--- src/hw/rtl/r2fft_pkg.sv ---
// Shared types and constants for the radix-2 frame FFT.
// No dependencies.
`default_nettype none
package r2fft_pkg;
    localparam int SMP_W = 16;
    localparam int TW_W  = 17;
    localparam int BIN_W = 6;

    // round(sin(2*pi*t/64) * 32768), t = 0..16
    function automatic logic signed [TW_W-1:0] qsine(input logic [4:0] t);
        logic signed [TW_W-1:0] v;
        unique case (t)
            5'd0:  v = 17'sd0;
            5'd1:  v = 17'sd3212;
            5'd2:  v = 17'sd6393;
            5'd3:  v = 17'sd9512;
            5'd4:  v = 17'sd12540;
            5'd5:  v = 17'sd15447;
            5'd6:  v = 17'sd18205;
            5'd7:  v = 17'sd20788;
            5'd8:  v = 17'sd23170;
            5'd9:  v = 17'sd25330;
            5'd10: v = 17'sd27246;
            5'd11: v = 17'sd28899;
            5'd12: v = 17'sd30274;
            5'd13: v = 17'sd31357;
            5'd14: v = 17'sd32138;
            5'd15: v = 17'sd32610;
            default: v = 17'sd32768;
        endcase
        return v;
    endfunction

    // sin(2*pi*t/64), t taken mod 64
    function automatic logic signed [TW_W-1:0] sine64(input logic [5:0] t);
        logic signed [TW_W-1:0] v;
        if (t <= 6'd16)      v = qsine(t[4:0]);
        else if (t <= 6'd32) v = qsine(5'(6'd32 - t));
        else if (t <= 6'd48) v = -qsine(5'(t - 6'd32));
        else                 v = -qsine(5'(7'd64 - {1'b0, t}));
        return v;
    endfunction

    // round half up with a shift of 16, saturate to 16 bits
    function automatic logic signed [SMP_W-1:0] round_half(input logic signed [33:0] v);
        logic signed [33:0] s;
        logic signed [17:0] r;
        s = v + 34'sd32768;
        r = s[33:16];
        if (r > 18'sd32767)       return 16'sh7fff;
        else if (r < -18'sd32768) return 16'sh8000;
        else                      return r[15:0];
    endfunction
endpackage
`default_nettype wire

--- src/hw/rtl/r2fft_bfly.sv ---
// Butterfly datapath: registered products, then sum, difference and rounding.
// Uses r2fft_pkg.
`default_nettype none
module r2fft_bfly (
    input  wire logic                               i_clk,
    input  wire logic signed [r2fft_pkg::SMP_W-1:0] i_ar,
    input  wire logic signed [r2fft_pkg::SMP_W-1:0] i_ai,
    input  wire logic signed [r2fft_pkg::SMP_W-1:0] i_br,
    input  wire logic signed [r2fft_pkg::SMP_W-1:0] i_bi,
    input  wire logic signed [r2fft_pkg::TW_W-1:0]  i_c,
    input  wire logic signed [r2fft_pkg::TW_W-1:0]  i_s,
    output logic signed [r2fft_pkg::SMP_W-1:0]      o_ar,
    output logic signed [r2fft_pkg::SMP_W-1:0]      o_ai,
    output logic signed [r2fft_pkg::SMP_W-1:0]      o_br,
    output logic signed [r2fft_pkg::SMP_W-1:0]      o_bi
);
    import r2fft_pkg::*;
    logic signed [32:0] r_cbr, r_sbi, r_cbi, r_sbr;
    logic signed [SMP_W-1:0] r_ar, r_ai;
    logic signed [33:0] tr, ti, ar, ai;

    always_ff @(posedge i_clk) begin
        r_cbr <= i_c * i_br;
        r_sbi <= i_s * i_bi;
        r_cbi <= i_c * i_bi;
        r_sbr <= i_s * i_br;
        r_ar  <= i_ar;
        r_ai  <= i_ai;
    end

    always_comb begin
        tr = 34'(r_cbr) + 34'(r_sbi);
        ti = 34'(r_cbi) - 34'(r_sbr);
        ar = 34'(r_ar) <<< 15;
        ai = 34'(r_ai) <<< 15;
        o_ar = round_half(ar + tr);
        o_ai = round_half(ai + ti);
        o_br = round_half(ar - tr);
        o_bi = round_half(ai - ti);
    end
endmodule
`default_nettype wire

--- config.mk ---
export PLATFORM = sky130hd
export DESIGN_NAME = r2fft_bfly
export DESIGN_NICKNAME = d
export VERILOG_FILES = /design/src/hw/rtl/r2fft_pkg.sv /design/src/hw/rtl/r2fft_bfly.sv
export SDC_FILE = /design/constraint.sdc
export NUM_CORES = 2
export LEC_CHECK = 0
export BUFFER_PORTS_ARGS = -buffer_cell sky130_fd_sc_hd__buf_4
export CAP_MARGIN = 25
export CORE_MARGIN = 5
export CORE_UTILIZATION = 51
export DETAILED_ROUTE_END_ITERATION = 7
export MAX_ROUTING_LAYER = met4
export PLACE_DENSITY = 0.75
export REMOVE_ABC_BUFFERS = 1
export SKIP_CTS_REPAIR_TIMING = 1
export SLEW_MARGIN = 20
export SYNTH_ARGS = -nofsm -noshare
export SYNTH_HDL_FRONTEND = slang
export SYNTH_SLANG_ARGS = --single-unit
export TNS_END_PERCENT = 30
--- constraint.sdc ---
create_clock -name i_clk -period 9 [get_ports i_clk]
set_input_delay 0.45 -clock i_clk [delete_from_list [all_inputs] [get_ports i_clk]]
set_output_delay 0.45 -clock i_clk [all_outputs]
set_load 0.005 [all_outputs]
## Word-level counts from Yosys, hierarchy flattened

Cells that the tools add are included.

| word-level totals | value |
|---|---|
| flip-flop bits (word level) | 164 |
| input bits | 99 |

| cells by class | value |
|---|---|
| add/subtract/negate cells | 10 |
| multipliers | 4 |
| order comparisons | 8 |
| multiplexer cells | 8 |

Operators with widths:

| kind | number |
|---|---|
| 34-bit by 17-bit adder with 34-bit output (second input constant) | 4 |
| 17-bit by 16-bit multiplier with 33-bit output | 4 |
| 16-bit two-way mux | 8 |
| 18-bit by 16-bit > comparator with 1-bit output (second input constant) | 4 |
| 18-bit by 16-bit less-than comparator with 1-bit output (second input constant) | 4 |
| 31-bit by 34-bit adder with 34-bit output | 2 |
| 31-bit by 34-bit subtractor with 34-bit output | 2 |
| 33-bit by 33-bit adder with 34-bit output | 1 |
| 33-bit by 33-bit subtractor with 34-bit output | 1 |

## Logic depth before layout (Yosys ltp)

| logic depth | value |
|---|---|
| depth after elaboration | 6 |
| mapped depth | 32 |
| mapped depth without buffers | 30 |

## Worst setup path before layout

Ideal clock, no wire load.

| path | value |
|---|---|
| path kind | input to register |
| start point | in i_bi[1] in the netlist's numbering |
| end point | reg r_sbi[32] |
| library setup time | 122 ps |
| arrival | 6389 ps |
| required time | 8878 ps |
| slack | 2489 ps |
| cell stages on the path | 26 |
| buffers on the path | 1 |
| path through | clkbuf_1 -> nand2_1 -> fa_1 -> inv_1 -> fa_1 -> inv_1 -> fa_1 -> fa_1 -> inv_1 -> fa_1 -> inv_1 -> fa_1 -> inv_1 -> ha_1 -> nand2_1 -> nor2_1 -> a21oi_1 -> o41ai_1 -> nand2_1 -> a21o_1 -> o31ai_1 -> nand2_1 -> o21ai_0 -> a21oi_1 -> o21ai_0 -> xnor2_1 |

| between the ends | value |
|---|---|
| word-level cells in the longest chain between the ends | 1 |

Ends and longest elaborated chain:

| element | line | source |
|---|---|---|
| start, declared | r2fft_bfly.sv:9 | `input wire logic signed [r2fft_pkg::SMP_W-1:0] i_bi,` |
| 17-bit by 16-bit multiplier with 33-bit output | r2fft_bfly.sv:24 | `r_sbi <= i_s * i_bi;` |
| end signal, assigned | r2fft_bfly.sv:24 |  |
| end, declared | r2fft_bfly.sv:18 | `logic signed [32:0] r_cbr, r_sbi, r_cbi, r_sbr;` |

No other way between the ends.

## Worst setup path in the final report

| path | value |
|---|---|
| start point | reg r_cbr[1] |
| end point | out o_ar[8] in the netlist's numbering |

| between the ends | value |
|---|---|
| word-level cells in the longest chain between the ends | 6 |
| elaborated cells between the ends (all ways) | 7 |

Ends and longest elaborated chain:

| element | line | source |
|---|---|---|
| start, declared | r2fft_bfly.sv:18 |  |
| start signal, assigned | r2fft_bfly.sv:23 | `r_cbr <= i_c * i_br;` |
| 33-bit by 33-bit adder with 34-bit output (*) | r2fft_bfly.sv:32 | `tr = 34'(r_cbr) + 34'(r_sbi);` |
| 31-bit by 34-bit adder with 34-bit output (*) | r2fft_bfly.sv:36 | `o_ar = round_half(ar + tr);` |
| 34-bit by 17-bit adder with 34-bit output (*) | r2fft_pkg.sv:48 | `s = v + 34'sd32768;` |
| 18-bit by 16-bit less-than comparator with 1-bit output | r2fft_pkg.sv:51 | `else if (r < -18'sd32768) return 16'sh8000;` |
| 16-bit two-way mux | r2fft_pkg.sv:51 |  |
| 16-bit two-way mux (*) | r2fft_pkg.sv:50 | `if (r > 18'sd32767) return 16'sh7fff;` |
| end, declared | r2fft_bfly.sv:12 | `output logic signed [r2fft_pkg::SMP_W-1:0] o_ar,` |

Mark *: on every way between the ends. The rest lies on a longest branch, timed or not.

==> flow_results.org <==
** Run status
- Status :: finished, final reports clean

** Clock network
- Buffer depth of the longest clock path :: 2
- Clock edge transition at the registers on the reported setup and hold paths :: 0.08 ns
- The number of clock buffers added by TritonCTS is 17.
- The clock tree synthesis step divided the H-tree into 4 levels.
- # clock sinks :: 164
- The cell sitting at the root of the clock tree is a sky130_fd_sc_hd__clkbuf_16.
- TritonCTS built the clock tree.

** Finish
- Layout cells sized above 1 :: 0.04125
- The sequential cells in the finished layout cover a total of 0.003283 mm².
- Synth-to-layout area growth :: 5.259%
- Combined area of the multi-input logic cells :: 0.04310 mm²
- Number of antenna cells inserted :: 0
- The final layout contains roughly 7600 nets.
- Number of filler instances in the final layout :: slightly above 9000

** Synth
- For this run, the leading register cell type out of synthesis is sky130_fd_sc_hd__dfxtp_1.
- Of the total synthesized cell area, the portion taken by XOR and XNOR cells is 0.04577.
- By area the synthesized netlist is led by sky130_fd_sc_hd__fa_1, sky130_fd_sc_hd__ha_1, sky130_fd_sc_hd__inv_1.
- Post-synth top area share :: 0.4226
- The complex-gate fraction of the synthesized area was 0.07963.
- The Yosys step of the flow raised 0 warnings.
- Each instance of the synthesized netlist takes up on average 8.959 µm².
- In the synthesized netlist the async set-or-reset flop fraction comes to 0.
- By area, the combinational part of the netlist is dominated by adder cells.
- Mapped Area :: 0.05248 mm²
- Register bit count reported by yosys :: 164
- Of the total synthesized cell area, the portion taken by full adders, half adders and majority gates is 0.5519.
- The largest total area in the synthesized netlist belongs to sky130_fd_sc_hd__fa_1.
- Gate Count Post-Synth :: 5858
- The synthesized netlist contains 88 unique library cells.
- Register area share after synthesis :: 0.06256
- Of the total synthesized cell area, the portion taken by AND, OR, NAND and NOR gates is 0.1426.
- Share of synthesized area spent on multiplexers :: 0.001359
- Post-synth EDFFs :: 0

** Placement
- Once detailed placement completed, the half-perimeter wirelength came to 92330 µm.
- Port buffering added 162 buffers.
- The congestion estimate from routability-driven global placement came to 0.8771.

** Floorplanning
- Placeable Area :: 0.1020 mm²
- I/O pins :: 163
- Vert. Die Dim :: 330.8 µm
- The initial utilization of the core area, before any placement, comes to 0.5144.
- The die is 330.8 µm wide.
- Die area :: about 0.11 mm²
- The floorplan has 117 rows.

** Timing
- In the finished design, the share of the clock period the worst path needs comes to 0.8798.
- Tightest slew margin relative to the limit :: 0.4048
- Subtracting the final worst setup slack from the clock period gives approximately 8 ns.
- Adding up every negative setup slack in the final design gives 0 ns.
- Highest clock rate :: 126.3 MHz
- RSZ-0062 raised after global routing :: no
- Total of endpoints with negative setup slack in the final report :: 0
- The final-report max-slew violation count is 0.
- The final number of hold-violating endpoints is 0.
- Worst Max-Slew Pin Slew :: 0.8812 ns

** Critical path
- For the worst setup path, the data required time is 8.55 ns.
- Arrival time at the worst endpoint :: 7.47 ns
- On the critical path, the stage with the largest delay is an instance of sky130_fd_sc_hd__a2111oi_0.
- Largest driver fanout on the critical path :: 11
- Slowest Stage Delay on Critical Path :: approximately 0.8 ns
- The worst setup path is launched from a flip-flop.
- Worst setup path class :: flip-flop to primary output
- The worst setup path is captured at a primary output.
- Traced cell by cell, the critical path runs through ha_1 -> a21o_1 -> a21oi_1 -> o21bai_1 -> a2111oi_0 -> o21ai_1 -> o21ai_1 -> a21oi_1 -> a211oi_1 -> o21ai_0 -> xor2_1 -> ha_1 -> ha_1 -> o21a_1 -> nor2_1 -> o31ai_1 -> a2111oi_0 -> nor2_1 -> o41ai_1 -> xnor2_1 -> o211ai_1 -> clkbuf_4 -> a31o_2 -> buf_4.
- Library cell appearing most often on the critical path :: sky130_fd_sc_hd__ha_1

** Route
- Total via count after detailed routing :: about 38000
- Summed over all layers, the routed wires come to 117300 µm.
- Using the TritonRoute via totals, the vias-per-cell ratio works out to 5.260.
- Once detail routing completed, the nets flagged for antenna violations numbered 0.
- Iteration-0 DRC count of the detailed router :: ~2400
- For this run, design rule violations remaining after detail routing come to 0.
- Pre-antenna DRT Iters :: 5
- Dividing the detail-routed wire length by the instance count gives 16.26 µm.

** Global route
- Entering global routing, the biggest net connects 35 pins.
- Number of antenna violations at the first check in global routing :: 0
- The number of global-route vias before repair was 40140.
- After global routing the overflow that remains totals 0.
- Wire length of the first global-routing pass :: between 150000 and 200000 µm
- Overall Global Routing Usage :: 0.2312

** Min path
- In this run the most critical hold path is launched from i_ai[14].
- Worst hold stages :: 1
- The min-delay analysis places its worst path in the category input port to flip-flop.
- Worst-case hold path end point :: r_ai[14]

** Job
- Max-cap violation count :: 0
[synthesized netlist by cell type (41+ instances only)]
master                     instances
sky130_fd_sc_hd__clkbuf_1        212
sky130_fd_sc_hd__nand2b_1         77
sky130_fd_sc_hd__nand2_1         687
sky130_fd_sc_hd__o21ai_0          86
sky130_fd_sc_hd__a21o_1          138
sky130_fd_sc_hd__ha_1            542
sky130_fd_sc_hd__dfxtp_1         164
sky130_fd_sc_hd__a21oi_1         172
sky130_fd_sc_hd__and2_1          442
sky130_fd_sc_hd__xor2_1           76
sky130_fd_sc_hd__nor2_1          139
sky130_fd_sc_hd__fa_1           1108
sky130_fd_sc_hd__inv_1          1399
sky130_fd_sc_hd__xnor2_1         193
sky130_fd_sc_hd__o21bai_1         41
[stage by stage]
| stage | worst slack [ns] | instance area, µm² | util | cells | hold WS [ns] |
|---|---|---|---|---|---|
| 5_1_grt | 0.4760 | 55240 | 0.5414 | 7211 | 0.001729 |
| 3_5_place_dp | 1.436 | 54620 | 0.5353 | 7176 | 0.5555 |
| 6_report | 1.082 | 55240 | 0.5414 | 7211 | 0.03918 |
| 4_1_cts | 0.9860 | 55220 | 0.5412 | 7208 | 0.003456 |
| 2_1_floorplan | 2.487 | 51640 | - | 5639 | 0.4777 |
| 3_3_place_gp | 1.609 | 54610 | 0.5352 | 7175 | 0.5546 |
[kinds of logic (layout without fill, tap and decap cells)]
| logic type | count (synthesis) | in the layout |
|---|---|---|
| AND/OR/NAND/NOR | 1523 | 1523 |
| flip-flops | 164 | 164 |
| multiplexers | 7 | 7 |
| adder cells (fa/ha/maj) | 1650 | 1650 |
| XOR/XNOR | 271 | 271 |
| AO/OA/AOI/OAI | 624 | 624 |
| buffers and inverters | 1619 | 1604 |
[layout by cell type, fill, tap and decap left out, drive strengths merged, types with 30 or more instances in the layout]
master / instances
nand2b: 77
buf: 171
a21oi: 172
xor2: 76
ha: 542
nor2: 139
nor3: 33
inv: 1402
nor2b: 30
xnor2: 193
and2: 443
o21ai: 91
dfxtp: 164
a21o: 142
fa: 1108
o21bai: 41
nand2: 687
[per-layer routing]
| layer | up-vias | track usage | wire [µm] |
|---|---|---|---|
| met5 | - | - | 0 |
| met4 | 0 | 0.06588 | 3358 |
| met3 | 165 | 0.04100 | 9036 |
| met2 | 1246 | 0.3536 | 53480 |
| met1 | 19020 | 0.3197 | 51410 |
| li1 | 17500 | - | - |
[worst max-delay path, delay by kind of cell (launching register included)]
family | cells | cell delay (ns)
compound gates | 15 | 4.36
fa+ha+maj | 3 | 0.99
xor+xnor | 2 | 0.49
buf+inv | 2 | 0.41
simple gates | 2 | 0.40
flops | 1 | 0.33
[registers in the layout (all words and copies together), names as in the netlist]
name and cells:
r_cbi 33, r_cbr 33, r_sbi 33, r_sbr 33
r_ai 16, r_ar 16
[final cells by class]
cell class | count | share of cell area
flip-flops and latches | 164 | 0.05943
well taps | 1368 | 0.03098
inverters | 1400 | 0.09513
clock buffers | 20 | 0.008267
multi-input cells | 4075 | 0.7802
repair buffers | 172 | 0.02333
clock inverters | 12 | 0.002650
[how the worst max path moves through the flow]
stage / endpoint / start / depth (start not counted)
finish: o_ar[8] / r_cbr[1] / 24
global placement: r_sbi[32] / i_s[10] / 26
global route: o_ai[0] / r_cbi[0] / 30
CTS: o_ar[8] / r_cbr[1] / 23
floorplan: o_ar[8] / r_cbr[6] / 25
detailed placement: r_sbi[32] / i_s[10] / 26
Power is not shown: default switching activity piles up to over one toggle a cycle in this logic, so the estimate is an artifact.
